==> config.mk <==
export PLATFORM = sky130hd
export DESIGN_NAME = ps2md_front_flat
export DESIGN_NICKNAME = d
export VERILOG_FILES = /design/src/hw/rtl/ps2md_pkg.sv /design/src/hw/rtl/ps2md_in_if.sv /design/src/hw/rtl/ps2md_front.sv /design/src/flat_wrapper.sv
export SDC_FILE = /design/constraint.sdc
export NUM_CORES = 1
export LEC_CHECK = 0
export BUFFER_PORTS_ARGS = -buffer_cell sky130_fd_sc_hd__buf_2
export CORE_UTILIZATION = 44
export CTS_CLUSTER_SIZE = 24
export DETAILED_ROUTE_END_ITERATION = 16
export HOLD_SLACK_MARGIN = 0.05
export MAX_ROUTING_LAYER = met4
export PLACE_DENSITY_LB_ADDON = 0.25
export RECOVER_POWER = 25
export SETUP_SLACK_MARGIN = 0.1
export SYNTH_ARGS = -nofsm -noshare
export SYNTH_HDL_FRONTEND = slang
export SYNTH_SLANG_ARGS = --single-unit
==> constraint.sdc <==
create_clock -name clk -period 4.47 [get_ports clk]
set_input_delay 0.2235 -clock clk [delete_from_list [all_inputs] [get_ports clk]]
set_output_delay 0.2235 -clock clk [all_outputs]
set_load 0.02 [all_outputs]
==> src/hw/rtl/ps2md_pkg.sv <==
// Package for the PS/2 mouse packet decoder: event codes, packet descriptor
// type and shared constants. No dependencies.
package ps2md_pkg;

    localparam int AUX_DATA_BIT  = 5;
    localparam int BUTTON_COUNT  = 3;
    localparam int EVENT_SLOTS   = BUTTON_COUNT + 1;  // move plus one per button
    localparam int QUEUE_DEPTH   = 2;

    typedef enum logic [1:0] {
        EVT_MOVE    = 2'd0,
        EVT_PRESS   = 2'd1,
        EVT_RELEASE = 2'd2
    } event_kind_t;

    typedef enum logic [1:0] {
        POS_BUTTONS = 2'd0,
        POS_X       = 2'd1,
        POS_Y       = 2'd2
    } packet_pos_t;

    // One complete packet reduced to the events it causes.
    // pending[0] = move event, pending[i] = button i changed.
    typedef struct packed {
        logic [EVENT_SLOTS-1:0]  pending;
        logic [BUTTON_COUNT-1:0] prev_buttons;
        logic signed [7:0]       move_x;
        logic signed [8:0]       move_y;
    } packet_desc_t;

endpackage

==> src/hw/rtl/ps2md_in_if.sv <==
// Byte channel of the PS/2 mouse packet decoder: valid/ready plus the
// status and data bytes. Depends on ps2md_pkg only by name convention.
interface ps2md_in_if;
    logic       valid;
    logic       ready;
    logic [7:0] status_byte;
    logic [7:0] data_byte;

    modport source (output valid, output status_byte, output data_byte, input ready);
    modport sink   (input valid, input status_byte, input data_byte, output ready);
endinterface

==> src/hw/rtl/ps2md_front.sv <==
// Front end: filters auxiliary bytes, assembles three-byte packets and
// turns each complete packet that causes an event into an event descriptor. Uses ps2md_pkg.
module ps2md_front
    import ps2md_pkg::*;
(
    input  logic         clk,
    input  logic         rst_n,
    ps2md_in_if.sink     byte_ch,
    input  logic         queue_full,
    output logic         push,
    output packet_desc_t push_desc
);

    packet_pos_t              pos_reg, pos_next;
    logic [BUTTON_COUNT-1:0]  buttons_reg, buttons_next;
    logic [7:0]               x_reg, x_next;
    logic [BUTTON_COUNT-1:0]  prev_buttons_reg, prev_buttons_next;
    logic                     take;
    logic                     any_move;

    assign byte_ch.ready = !queue_full;
    assign take = byte_ch.valid && byte_ch.ready && byte_ch.status_byte[AUX_DATA_BIT];
    assign any_move = (x_reg != 8'd0) || (byte_ch.data_byte != 8'd0);

    always_comb
    begin
        pos_next          = pos_reg;
        buttons_next      = buttons_reg;
        x_next            = x_reg;
        prev_buttons_next = prev_buttons_reg;
        push              = 1'b0;

        push_desc.pending      = {buttons_reg ^ prev_buttons_reg, any_move};
        push_desc.prev_buttons = prev_buttons_reg;
        push_desc.move_x       = $signed(x_reg);
        // negation of the signed Y byte, widened to 9 bits
        push_desc.move_y       = 9'sd0 - $signed({byte_ch.data_byte[7], byte_ch.data_byte});

        if (take)
        begin
            case (pos_reg)
                POS_BUTTONS:
                begin
                    buttons_next = byte_ch.data_byte[BUTTON_COUNT-1:0];
                    pos_next     = POS_X;
                end
                POS_X:
                begin
                    x_next   = byte_ch.data_byte;
                    pos_next = POS_Y;
                end
                POS_Y:
                begin
                    push              = (push_desc.pending != '0);
                    prev_buttons_next = buttons_reg;
                    pos_next          = POS_BUTTONS;
                end
                default:
                begin
                    pos_next = POS_BUTTONS;
                end
            endcase
        end
    end

    always_ff @(posedge clk or negedge rst_n)
    begin
        if (!rst_n)
        begin
            pos_reg          <= POS_BUTTONS;
            prev_buttons_reg <= '0;
        end
        else
        begin
            pos_reg          <= pos_next;
            prev_buttons_reg <= prev_buttons_next;
        end
    end

    always_ff @(posedge clk)
    begin
        buttons_reg <= buttons_next;
        x_reg       <= x_next;
    end

endmodule

==> src/flat_wrapper.sv <==
// flat-port wrapper written by rule: the top's interface ports become plain ports
module ps2md_front_flat import ps2md_pkg::*;
  (clk, rst_n, queue_full, push, push_desc, byte_ch_valid, byte_ch_status_byte, byte_ch_data_byte, byte_ch_ready);
  ps2md_in_if byte_ch_i ();
  input  logic clk;
  input  logic rst_n;
  input  logic queue_full;
  output logic push;
  output packet_desc_t push_desc;
  input wire logic [$bits(byte_ch_i.valid)-1:0] byte_ch_valid;
  input wire logic [$bits(byte_ch_i.status_byte)-1:0] byte_ch_status_byte;
  input wire logic [$bits(byte_ch_i.data_byte)-1:0] byte_ch_data_byte;
  output wire logic [$bits(byte_ch_i.ready)-1:0] byte_ch_ready;
  assign byte_ch_i.valid = byte_ch_valid;
  assign byte_ch_i.status_byte = byte_ch_status_byte;
  assign byte_ch_i.data_byte = byte_ch_data_byte;
  assign byte_ch_ready = byte_ch_i.ready;
  ps2md_front u_core (.clk(clk), .rst_n(rst_n), .byte_ch(byte_ch_i), .queue_full(queue_full), .push(push), .push_desc(push_desc));
endmodule
-- Word level (Yosys, flattened, before mapping)
Cells that the tools add are included.
- bits in registers: 16
- input bits: 20
- output and inout bits: 26
- logic and storage cells: 22
- $add $sub $neg: 1
- equality and inequality tests: 2
- muxes and demuxes: 3
- bitwise logic cells: 1
- reduce and logical (&&, ||, !) cells: 11
- operators with widths (operator ; number):
    nonzero test 8 bit ; 2
    subtractor 1 x 8 -> 9 bit, first input constant ; 1
    AND reduction 2 bit ; 3
    one-hot mux 2 bit (2 select lines) ; 1
    nonzero test 4 bit ; 1
    bitwise XOR 3 bit ; 1
    == test 2 x 1 -> 1 bit, second input constant ; 1
    == test 2 bit, second input constant ; 1
    logical AND 1 bit ; 2
    zero test 2 bit ; 1
    2-to-1 mux 1 bit ; 2
    zero test 1 bit ; 1
    logical OR 1 bit ; 1

-- Depth between registers and ports, before layout
- word-level depth: 5
- mapped depth: 5
- gate-level depth less buffers: 5

-- Least setup slack after synthesis
Ideal clock, no wire load.
- path kind: input to output
- from: input port byte_ch_data_byte[0]
- to: output port push
- arrival: 1.498 ns
- slack: 2.749 ns
- stages on the path: 5
- cells stage by stage: inv_1 -> ha_1 -> or4b_4 -> nand4b_4 -> o41a_1
- longest elaborated chain between the ends: 5
- ends and longest elaborated chain (what ; line ; text):
    start, declared ; flat_wrapper.sv:12 ; input wire logic [$bits(byte_ch_i.data_byte)-1:0] byte_ch_data_byte;
    nonzero test 8 bit ; ps2md_front.sv:23 ; assign any_move = (x_reg != 8'd0) || (byte_ch.data_byte != 8'd0);
    logical OR 1 bit ; ps2md_front.sv:23 ;
    via u_core.any_move ; ps2md_front.sv:19 ; logic any_move;
    nonzero test 4 bit ; ps2md_front.sv:54 ; push = (push_desc.pending != '0);
    2-to-1 mux 1 bit ; ps2md_front.sv:41 ; case (pos_reg)
    2-to-1 mux 1 bit ; ps2md_front.sv:39 ; if (take)
    end, declared ; flat_wrapper.sv:8 ; output logic push;
The timed path passes the listed nets, and every way through them passes these cells.

-- Worst setup path after layout
- from: register u_core.x_reg[1]
- to: output port push
- longest elaborated chain between the ends: 5
- ends and longest elaborated chain (what ; line ; text):
    start, declared ; ps2md_front.sv:16 ; logic [7:0] x_reg, x_next;
    start signal, assigned ; ps2md_front.sv:83 ; x_reg <= x_next;
    nonzero test 8 bit ; ps2md_front.sv:23 ;
    logical OR 1 bit ; ps2md_front.sv:23 ;
    nonzero test 4 bit ; ps2md_front.sv:54 ;
    2-to-1 mux 1 bit ; ps2md_front.sv:41 ;
    2-to-1 mux 1 bit ; ps2md_front.sv:39 ;
Every way passes these cells.

==> run_results.csv <==
group,metric,value,unit
global_routing,overflow,0,
floorplan,rows,14,
global_routing,grt_antenna_before_repair,0,
min_path,worstHoldStart,"byte_ch_data_byte[3]",
cells_and_area,largest_reg_flops,8,
floorplan,die-area,1900,µm²
min_path,whs_endpoint,"u_core.x_reg[3]",
power_and_ir_drop,power_density,440,nW/µm²
timing,final_hold_viol_count,0,
clock_tree,h-tree-depth,1,
clock_tree,cts-buffers-inserted,3,
clock_tree,cts_tree,"yes",
global_routing,grt_pass1_vias,567,
timing,finalWorstSetupSlack,2430,ps
synth,synthCells,55,
cells_and_area,antenna_cells,0,
clock_tree,cts.clk_slew.worst_paths,100,ps
min_path,holdPathStages,1,
synth,synth_area_per_cell,13.8,µm²
timing,slew_headroom,0.166,
timing,rsz0062_at_grt,"no",
synth,synth_top_cell_area_share,0.434,
timing,min_period_over_period,0.456,
run,drv_cap,0,
synth,yosys_warnings,0,
floorplan,core,1560,µm²
place,io_buffers,38,
floorplan,ios,46,
clock_tree,clk_latency,280,ps
timing,setup_violations,0,
cells_and_area,finalNetCount,118,
critical_path,crit_path_end_kind,"output pin",
power_and_ir_drop,peakVddDrop,0.284,mV
detailed_routing,first_pass_iters,10,
place,dp.cells,107,
power_and_ir_drop,leakagePower,0.454,nW
timing,drv_slew,0,
floorplan,floorplan.initialDensity,0.488,
place,place.gp.congestion,0.739,
floorplan,die_w,43.6,µm
critical_path,ff2ff_path_depth,1,
critical_path,critPathLaunchType,"register",
timing,fin_worst_skew,4.60,ps
clock_tree,clockBufferDepth,2,
critical_path,ff2ff_setup_slack,2670,ps
place,place_ws,2470,ps
clock_tree,clock_sinks,16,
detailed_routing,vias_per_cell,5.29,
timing,worst_pin_slew,1250,ps
global_routing,grt_max_degree,10,
detailed_routing,drtAntennaViolNets,0,
timing,tns,0,ps
critical_path,r2r_end,"u_core.x_reg[7]",
run_status,status,"finished with violations",
detailed_routing,wl,1470,µm
synth,synth_seq_area_share,0.599,
cells_and_area,fin_area,991,µm²
global_routing,grt_first_pass_wirelength,2460,µm
power_and_ir_drop,finalPower,436,µW
global_routing,track_usage,0.180,
synth,syn-cell-area,761,µm²
synth,synth_top_cells_by_area,"edfxtp_1, dfrtp_1, xnor2_1, xor2_1, mux2_2",
synth,synth_cell_types,20,
critical_path,r2r-start,"u_core.pos_reg[1]",
timing,max_freq,490,MHz
synth,yosysTopAreaCell,"edfxtp_1",
min_path,worstHoldPathType,"in2reg",
critical_path,crit_type,"reg2out",
cells_and_area,layout.cells.non_filler,112,
detailed_routing,routedWlPerCell,13.1,µm
cells_and_area,area_growth_syn_to_layout,30.3,%
critical_path,required,4250,ps
floorplan,die_h,43.6,µm
timing,period_needed,2040,ps
synth,syn-num-nets,76,
detailed_routing,drc_errors,6,
detailed_routing,drt_iter0_drc,11,
detailed_routing,vias,592,
place,postPlaceCellArea,956,µm²
critical_path,crit_arrival,1820,ps
synth,ys_seq_elements,16,
clock_tree,cts_resized,0,
clock_tree,cts_root_buffer,"clkbuf_4",
cells_and_area,final_layout_size_suffix_gt1_frac,0.396,
run_status,violations,"design-rule violations",
critical_path,worstPathMaxFanout,2,
-- placed cells by master, fill, tap and decap left out, types with 2 or more instances in the layout --
cell type  count
buf_2         29
nor4_1         3
xnor2_1        5
nor3b_1        2
inv_1          3
dfrtp_1        5
a21o_1         2
xor2_1         4
clkbuf_1       9
edfxtp_1      11
mux2_2         3
nor3_1         3
clkbuf_4       3
nor2_1         4
-- where the power goes --
group          switching (mW)  internal (mW)
sequential             0.0186          0.184
clock                  0.0452         0.0495
combinational          0.0856         0.0540
-- kinds of logic (layout without fill, tap and decap cells) --
group / Yosys count / count (layout) / synth area share
AO/OA/AOI/OAI: 3 / 3 / 0.0345
XOR/XNOR: 9 / 9 / 0.104
adder cells (fa/ha/maj): 1 / 1 / 0.0164
buffers and inverters: 5 / 46 / 0.0345
flip-flops: 16 / 16 / 0.599
multiplexers: 3 / 3 / 0.0444
AND/OR/NAND/NOR: 18 / 18 / 0.168
-- metrics by stage --
stage                     hold WS [ps]   util
after floorplan                  -72.1      -
after global placement            42.7  0.613
after CTS                          177  0.643
after detailed placement          46.8  0.613
after global routing               243  0.636
final                              248  0.636
-- Yosys cell counts --
cell,instances
nor3_1,3
nor3b_1,2
and2b_1,1
xnor2_1,5
xor2_1,4
o41a_1,1
a21o_1,2
buf_4,2
inv_1,3
nand2_1,1
or4_1,1
or4b_4,1
edfxtp_1,11
nor4_1,3
nand4b_4,1
dfrtp_1,5
mux2_2,3
nand3b_1,1
nor2_1,4
ha_1,1
-- per-layer routing --
metal / share of wire / vias up / GRT usage
met4: 0.0095 / 0 / 0.0563
li1: - / 283 / -
met1: 0.42 / 276 / 0.234
met3: 0.065 / 2 / 0.0125
met5: 0 / - / -
met2: 0.50 / 31 / 0.301
-- area by class of cell --
type | count | area [µm²]
Inverter | 3 | 11.3
Multi-Input combinational cell | 34 | 279
Sequential cell | 16 | 455
Clock buffer | 4 | 36.3
Fill cell | 137 | 568
Tap cell | 16 | 20.0
Timing Repair Buffer | 39 | 189
-- what timing repair did --
| action | in CTS | in global routing |
|---|---|---|
| buffers inserted | 0 | 0 |
| endpoints found under the setup margin | 0 | 0 |
| hold buffers | 1 | 0 |
| endpoints found under the hold margin | 5 | 0 |
-- critical path, stage by stage (launching register included) --
cell,delay (ps)
edfxtp_1,390
nor4_1,520
nand4b_4,150
o41a_1,320
buf_2,160
-- worst max path at each step --
| stage | cells past startpoint | to | from | slack, ps |
|---|---|---|---|---|
| floorplan | 5 | push | byte_ch_data_byte[0] | 2750 |
| global placement | 7 | push | byte_ch_data_byte[0] | 2480 |
| detailed placement | 7 | push | byte_ch_data_byte[0] | 2470 |
| CTS | 4 | push | u_core.x_reg[1] | 2420 |
| global route | 4 | push | u_core.x_reg[7] | 2320 |
| finish | 4 | push | u_core.x_reg[1] | 2430 |
Power figures use the tool's default switching activity.
