===== src/hw/rtl/ps2md_pkg.sv =====
// Package for the PS/2 mouse packet decoder: event codes, packet descriptor
// type and shared constants. No dependencies.
package ps2md_pkg;

    localparam int AUX_DATA_BIT  = 5;
    localparam int BUTTON_COUNT  = 3;
    localparam int EVENT_SLOTS   = BUTTON_COUNT + 1;  // move plus one per button
    localparam int QUEUE_DEPTH   = 2;

    typedef enum logic [1:0] {
        EVT_MOVE    = 2'd0,
        EVT_PRESS   = 2'd1,
        EVT_RELEASE = 2'd2
    } event_kind_t;

    typedef enum logic [1:0] {
        POS_BUTTONS = 2'd0,
        POS_X       = 2'd1,
        POS_Y       = 2'd2
    } packet_pos_t;

    // One complete packet reduced to the events it causes.
    // pending[0] = move event, pending[i] = button i changed.
    typedef struct packed {
        logic [EVENT_SLOTS-1:0]  pending;
        logic [BUTTON_COUNT-1:0] prev_buttons;
        logic signed [7:0]       move_x;
        logic signed [8:0]       move_y;
    } packet_desc_t;

endpackage


===== src/hw/rtl/ps2md_queue.sv =====
// Small register FIFO of packet descriptors between front and back end.
// Uses ps2md_pkg for the descriptor type and depth.
module ps2md_queue
    import ps2md_pkg::*;
(
    input  logic         clk,
    input  logic         rst_n,
    input  logic         push,
    input  packet_desc_t push_desc,
    output logic         full,
    input  logic         pop,
    output logic         not_empty,
    output packet_desc_t head_desc
);

    localparam int PTR_W = (QUEUE_DEPTH > 1) ? $clog2(QUEUE_DEPTH) : 1;
    localparam int CNT_W = $clog2(QUEUE_DEPTH + 1);

    packet_desc_t       entry_reg [QUEUE_DEPTH];
    logic [PTR_W-1:0]   wr_ptr_reg, rd_ptr_reg;
    logic [CNT_W-1:0]   count_reg;

    assign full      = (count_reg == CNT_W'(QUEUE_DEPTH));
    assign not_empty = (count_reg != '0);
    assign head_desc = entry_reg[rd_ptr_reg];

    function automatic logic [PTR_W-1:0] ptr_inc(input logic [PTR_W-1:0] p);
        ptr_inc = (p == PTR_W'(QUEUE_DEPTH - 1)) ? '0 : p + PTR_W'(1);
    endfunction

    always_ff @(posedge clk or negedge rst_n)
    begin
        if (!rst_n)
        begin
            wr_ptr_reg <= '0;
            rd_ptr_reg <= '0;
            count_reg  <= '0;
        end
        else
        begin
            if (push)
                wr_ptr_reg <= ptr_inc(wr_ptr_reg);
            if (pop)
                rd_ptr_reg <= ptr_inc(rd_ptr_reg);
            if (push && !pop)
                count_reg <= count_reg + CNT_W'(1);
            else if (pop && !push)
                count_reg <= count_reg - CNT_W'(1);
        end
    end

    always_ff @(posedge clk)
    begin
        if (push)
            entry_reg[wr_ptr_reg] <= push_desc;
    end

endmodule


===== config.mk =====
export PLATFORM = sky130hd
export DESIGN_NAME = ps2md_queue
export DESIGN_NICKNAME = d
export VERILOG_FILES = /design/src/hw/rtl/ps2md_pkg.sv /design/src/hw/rtl/ps2md_queue.sv
export SDC_FILE = /design/constraint.sdc
export NUM_CORES = 1
export LEC_CHECK = 0
export ABC_AREA = 1
export BUFFER_PORTS_ARGS = -buffer_cell sky130_fd_sc_hd__buf_2
export CAP_MARGIN = 5
export CORE_MARGIN = 2
export CORE_UTILIZATION = 25
export DETAILED_ROUTE_END_ITERATION = 7
export SLEW_MARGIN = 15
export SYNTH_ARGS = -nofsm -noshare
export SYNTH_HDL_FRONTEND = slang
export SYNTH_SLANG_ARGS = --single-unit
export TNS_END_PERCENT = 30

===== constraint.sdc =====
create_clock -name clk -period 3.2 [get_ports clk]
set_input_delay 0.48 -clock clk [delete_from_list [all_inputs] [get_ports clk]]
set_output_delay 0.48 -clock clk [all_outputs]
set_load 0.02 [all_outputs]

[Word level (Yosys, flattened, before mapping)]
Memory sizes are Yosys's and may differ from the RTL's.
Cells that the tools add are included.
Storage, ports and cells
  register bits after elaboration: 4
  memory bits (writable): 48
  logic and storage cells: 21
  memories: 1
Cells by class
  $add $sub $neg: 4
  equality and inequality tests: 1
  muxes and demuxes: 6
  reductions and logical operators: 6
Memory list
  entry_reg: depth 2, width 24, read ports 1, clocked after memory_dff 0, wr ports 1, RTL line ps2md_queue.sv:19  | packet_desc_t entry_reg [QUEUE_DEPTH];
Operators by type and width (number)
  $mux 1: 4
  $mux 2: 2
  $reduce_bool 2->1: 2
  $add 1x1->1 const B: 2
  $add 2x1->2 const B: 1
  $eq 2x2->1 const B: 1
  $logic_and 1x1->1: 2
  $logic_not 1->1: 2
  $sub 2x1->2 const B: 1

[Depth between registers and ports, before layout]
Gate-level depths: netlist (run 1).
  depth in word-level cells: 4
  depth in mapped cells: 7
  mapped depth without buffers: 7

[Least setup slack after synthesis (run 1)]
No wires, ideal clock.
  kind: input -> register
  start point: input push
  end point: memory entry_reg[0][0] in the netlist's numbering (enable)
  arrival time: 1.535 ns
  data required time: 2.795 ns
  path slack: 1.259 ns
  stages: 2
  path through: inv_1 nor2_1
Between the ends
  cells in the longest elaborated chain, start to end: 2
RTL lines
  start, declared: RTL line ps2md_queue.sv:8  | input logic push,
  $mux 1: RTL line ps2md_queue.sv:54  | if (push)
  $mux 1 (implied by the code): RTL line ps2md_queue.sv:55  | entry_reg[wr_ptr_reg] <= push_desc;
  end, declared: RTL line ps2md_queue.sv:19
Every way passes these cells.

==> impl_results.md, run 1 <==
* Most area-consuming cells after synthesis: edfxtp_1 (71%), mux2_4 (14%), dfrtp_1 (4.9%)
* Most common cell after layout, fill and taps aside: buf_2
* # DRC at 0
* Synth Net Count at 129
* P_int at 0.00148 W
* Required @ worst endpoint at 2720 ps
* Rows at 32
* Critical path cell sequence: buf_4 > mux2_2 > buf_2
* Worst r2r src: wr_ptr_reg
* Core outline area at 7810 um2
* Placed inst area at 2400 um2
* Final Cell Area at 2520 um2
* Initial antenna violation count at 0
* Final Hold Fails at 0
* Post-synthesis mux area share at 0.167
* Complex-gate fraction of the synthesized area at 0
* Sw frac at 0.316
* Reg power frac at 0.439
* Avg Vias per Cell at 3.81
* Max reg flops at 48
* Largest net degree at the start of global routing at 26
* Final Hold Slack at 369 ps
* Simple-Gate Fraction of Synth Area at 0.0202
* Chip width at 94.4 um
* Post-CTS setup buffer count at 0
* TritonCTS clock tree: built
* IO buf count at 53
* P_sw at 0.000682 W
* Most frequent cells in the layout: buf_2 (53), edfxtp_1 (48), mux2_4 (19)
* DR vias at 1001
* Syn Area/Cell at 20.4 um2
* Hold Path Sink: entry_reg[1][13]
* Slowest Stage Delay on Critical Path at 390 ps
* Power Dens Cells at 858 nW/um2
* Flop2flop setup slack at 1630 ps
* Root Driver: clkbuf_8
* Worst Hold Launch: push_desc[13]
* 1st-iter DRT viols at 23
* Synth warn at 0
* Post-route antenna net violation count at 0
* Starting Density at 0.261
* Max-cap violations at 0
* Vert. Die Dim at 94.4 um
* #FFs+latches synth at 52
* Post-synthesis xor/xnor area fraction at 0.0129
* Clock network fraction of total power at 0.198
* Hold-fix buffers at CTS at 1
* Share of cells above drive strength 1 at 0.547
* First-pass GRT wire length at 4930 um
* Drt wl/cell at 12.0 um
* Top sig layer: met4
* Relative slew slack at 0.344
* Setup repair after global routing missed its margin: false
* Pins Over Slew Limit at 0
* Critical path's slowest cell: mux2_2
* Register area share after synthesis at 0.755
* WS Path Type: flip-flop to primary output
* Wire length on met1 at 1280 um
* Max Fanout on Critical Path at 25
* Startpoint class of the critical path: flip-flop
* Worst Max-Slew Pin Slew at 983 ps
* Hold/Removal Path Class: primary input to flip-flop
* Leakage power at 1.03 nW
* Clock skew at 4.02 ps
* R2R depth at 2
* Clk slew on worst S/H paths at 90 ps
* Routability cong. at 0.690
* VDD IR-drop max at 0.221 mV
* Clk buf depth at 2
* Worst path arrival time at 1560 ps
* Part of the cycle the worst path needs at 0.639
* HPWL after DPL at 2200 um
* Clock sink count at 52
* Gates resized, CTS repair at 0
* DRT Pass-1 Iters at 2
* Top-area cell type share of the netlist area at 0.706
* Vias in the first global route at 1027
* Tmin final at 2040 ps
* Synth Instances at 100
* Clk Latency, worst-skew pair at 290 ps
* Grt total ovfl at 0
* Met3 wire len at 268 um
* Io pins at 54
* Library cells used by synthesis at 14
* R2r endpoint: entry_reg[1][5]
* CP Capture Type: primary output
* Comb power frac at 0.363
* Mapped cell area at 2040 um2
* Met2 routed WL at 1590 um
* Die area at 8900 um2
* Total GRT Usage at 0.0756
* CTS buffer count at 5
* Final setup violation count at 0
* Antenna cell count at 0
* Adder-Cell Fraction of Synth Area at 0.00613
* Fillers at 772
* P&R area growth vs syn at 23.5%
* Achievable Freq at 489 MHz
* Post-synth top area cell: edfxtp_1
* Htree depth at 2
* Hold Path Depth at 1
* Main combinational cell family by area after synthesis: multiplexers
* Final net count at 189
* Drt total wl at 3150 um
* Setup TNS at 0 ps
* Status: completed
## synthesized netlist by cell type
| cell | count |
|---|---|
| buf_12 | 2 |
| buf_6 | 1 |
| dfrtp_1 | 4 |
| edfxtp_1 | 48 |
| ha_1 | 1 |
| inv_1 | 7 |
| mux2_2 | 5 |
| mux2_4 | 19 |
| nand2_1 | 6 |
| nand3_1 | 1 |
| nand4_1 | 1 |
| nor2_1 | 2 |
| xnor2_1 | 1 |
| xor2_1 | 2 |
## cell type report
type,instances,area (um2),share of cell area
Sequential cell,52,1540,0.611
Multi-Input combinational cell,38,424,0.168
Timing Repair Buffer,56,290,0.115
Tap cell,102,128,0.0506
Clock buffer,5,68.8,0.0273
Clock inverter,3,42.5,0.0169
Inverter,7,26.3,0.0104
## power by group through the flow
stage	Clock (W)	Combinational [W]	Sequential [W]
2_1_floorplan	0	0.000644	0.000957
3_3_place_gp	0	0.000801	0.000963
3_5_place_dp	0	0.000808	0.000966
4_1_cts	0.000450	0.000812	0.000950
5_1_grt	0.000476	0.000853	0.000964
6_report	0.000428	0.000786	0.000949
## routing by layer
layer | vias to the layer above | track usage
li1 | 486 | -
met1 | 476 | 0.0817
met2 | 37 | 0.129
met3 | 2 | 0.0375
met4 | 0 | 0.0254
met5 | - | 0
## cell families (layout without fill, tap and decap cells)
kind of cell               after synthesis  in the layout
DFF                                     52             52
adders and majority gates                1              1
buffers and inverters                   10             71
and+or+nand+nor                         10             10
xor gates and xnor gates                 3              3
muxes                                   24             24
## metrics by stage
step                      power (W)  setup WS [ps]   util  cells
final                       0.00216           1160  0.323    263
after global routing        0.00229           1050  0.323    263
after CTS                   0.00221           1100  0.323    263
after detailed placement    0.00177           1360  0.307    254
after global placement      0.00176           1400  0.307    254
after floorplan             0.00160           1260      -    100
## worst max-delay path by stage
| stage | from | end | slack [ps] |
|---|---|---|---|
| finish | rd_ptr_reg | head_desc[4] | 1160 |
| global route | rd_ptr_reg | head_desc[4] | 1050 |
| CTS | rd_ptr_reg | head_desc[4] | 1100 |
| detailed placement | push | entry_reg[1][16] | 1360 |
| global placement | push | entry_reg[1][16] | 1400 |
| floorplan | push | entry_reg[0][0] | 1260 |
## worst max-delay path, delay by kind of cell (launching register included)
kind | cells | cell delay, ps
DFF | 1 | 330
muxes | 1 | 390
buffers and inverters | 2 | 540
Power figures use the tool's default switching activity.
==> run 2, diff against run 1 <==
==> constraint.sdc (replaced) <==
create_clock -name clk -period 1.6 [get_ports clk]
set_input_delay 0.24 -clock clk [delete_from_list [all_inputs] [get_ports clk]]
set_output_delay 0.24 -clock clk [all_outputs]
set_load 0.02 [all_outputs]
==> impl_results.md, run 2 (same netlist as run 1, synthesis figures left out) <==
* Pins Over Slew Limit at 0 (unchanged)
* First-pass GRT wire length at 5270 um (+6.9%)
* Most common cell after layout, fill and taps aside: edfxtp_1
* Setup TNS at -726 ps (-726 ps)
* Rows at 32 (unchanged)
* DR vias at 1040 (+3.9%)
* HPWL after DPL at 2420 um (+9.9%)
* Clock skew at 4.06 ps (+0.0431 ps)
* Routability cong. at 0.750 (+8.8%)
* DRT Pass-1 Iters at 3 (+1)
* Final Hold Slack at 121 ps (-247 ps)
* Clk Latency, worst-skew pair at 300 ps (about the same)
* Startpoint class of the critical path: flip-flop
* Violated checks: negative setup slack
* Drt total wl at 3620 um (+15%)
* Tmin final at 1660 ps
* Clock sink count at 52 (unchanged)
* Post-CTS setup buffer count at 0 (unchanged)
* # DRC at 0 (unchanged)
* Setup repair after global routing missed its margin: true
* Drt wl/cell at 13.6 um (+13%)
* VDD IR-drop max at 0.394 mV (+79%)
* Share of cells above drive strength 1 at 0.564 (+0.0171)
* Final Worst Setup Slack at -60.9 ps (-1220 ps)
* Root Driver: clkbuf_8
* Leakage power at 1.10 nW (+6.5%)
* CP Capture Type: primary output
* Required @ worst endpoint at 1360 ps (-1360 ps)
* Grt total ovfl at 0 (unchanged)
* Final Cell Area at 2690 um2 (+6.7%)
* Final Hold Fails at 0 (unchanged)
* P&R area growth vs syn at 31.8%
* Total GRT Usage at 0.0822 (+0.00665)
* 1st-iter DRT viols at 27 (+17%)
* Achievable Freq at 602 MHz
* Relative slew slack at 0.866 (+0.522)
* Starting Density at 0.261 (unchanged)
* Antenna cell count at 0 (unchanged)
* Core outline area at 7810 um2 (unchanged)
* Max Fanout on Critical Path at 13 (-48%)
* Htree depth at 2 (unchanged)
* Clk buf depth at 2 (unchanged)
* Vert. Die Dim at 94.4 um (unchanged)
* Io pins at 54 (unchanged)
* Worst path arrival time at 1420 ps (-140 ps)
* WS Path Type: flip-flop to primary output
* Worst Max-Slew Pin Slew at 202 ps (-781 ps)
* Final setup violation count at 24 (+24)
* Dpl cells at 257 (+1.2%)
* Status: finished, violations left
* Part of the cycle the worst path needs at 1.04
* Power Dens Cells at 1780 nW/um2 (+110%)
* Largest net degree at the start of global routing at 26 (unchanged)
* Post-route antenna net violation count at 0 (unchanged)
* Initial antenna violation count at 0 (unchanged)
* Max-cap violations at 0 (unchanged)
* Max reg flops at 48 (unchanged)
* TritonCTS clock tree: built
* Die area at 8900 um2 (unchanged)
* IO buf count at 53 (unchanged)
* Clk slew on worst S/H paths at 90 ps (about the same)
* Fin cells at 267 (+1.5%)
* Chip width at 94.4 um (unchanged)
* Hold/Removal Path Class: primary input to flip-flop
* Avg Vias per Cell at 3.90 (+2.3%)
* Placed inst area at 2430 um2 (+1.5%)
* Vias in the first global route at 1086 (+5.7%)
* Final net count at 193 (+2.1%)
* Most frequent cells in the layout: edfxtp_1 (48), buf_2 (36), mux2_4 (19)
* CTS buffer count at 5 (unchanged)
[run 2: cell count changes in the layout (fill, tap and decap cells not counted), sizes merged]
cell | before | now
buf | 55 | 58
clkbuf | 5 | 6
clkinv | 1 | 0
inv | 7 | 8
[run 2: layout make-up]
| type | count | area [um2] |
|---|---|---|
| Clock buffer | 5 | 68.8 |
| Multi-Input combinational cell | 38 | 424 |
| Clock inverter | 3 | 46.3 |
| Tap cell | 102 | 128 |
| Timing Repair Buffer | 60 | 453 |
| Inverter | 7 | 26.3 |
| Fill cell | 780 | 5120 |
| Sequential cell | 52 | 1540 |
[run 2: final timing paths]
check | startpoint | to | slack [ps] | cells past startpoint
min in group asynchronous | rst_n | count_reg[0] | 260 | 2
max reg2reg | wr_ptr_reg | entry_reg[0][9] | 510 | 2
max | rd_ptr_reg | head_desc[8] | -60 | 3
min reg2reg | count_reg[1] | count_reg[1] | 480 | 2
max in group asynchronous | rst_n | rd_ptr_reg | 1210 | 2
min | push_desc[10] | entry_reg[1][10] | 120 | 1
[run 2: through the flow]
step | worst slack, ps | utilization | total power (W)
after global routing | -130 | 0.344 | 0.00506
after global placement | 262 | 0.312 | 0.00360
final | -60.9 | 0.344 | 0.00478
after CTS | -100 | 0.335 | 0.00467
after detailed placement | 248 | 0.312 | 0.00362
after floorplan | 147 | - | 0.00320
[run 2: routing by layer]
metal,part of all wire,vias to the layer above,track usage
met4,0.014,0,0.0326
met1,0.40,499,0.0858
met3,0.066,6,0.0335
met5,0,-,0
met2,0.52,38,0.147
li1,-,497,-
[run 2: repair_timing]
item                                    CTS  global route
hold buffers                              1             0
hold endpoints to repair                  4             0
endpoints found under the setup margin   24            24
gates cloned                              0             1
pin swaps                                 0             0
resized for setup                        18            16
[run 2: report_power, final]
part | switching, W | internal, W | leakage [nW] | total (W)
Combinational | 0.000962 | 0.000998 | 0.544 | 0.00196
Sequential | 0.000102 | 0.00181 | 0.497 | 0.00192
Clock | 0.000432 | 0.000471 | 0.0548 | 0.000903
Total | 0.00150 | 0.00328 | 1.10 | 0.00478
[run 2: critical path: stages, from the launching register on]
cell	delay (ps)
dfrtp_2	430
buf_12	170
mux2_2	350
buf_2	160
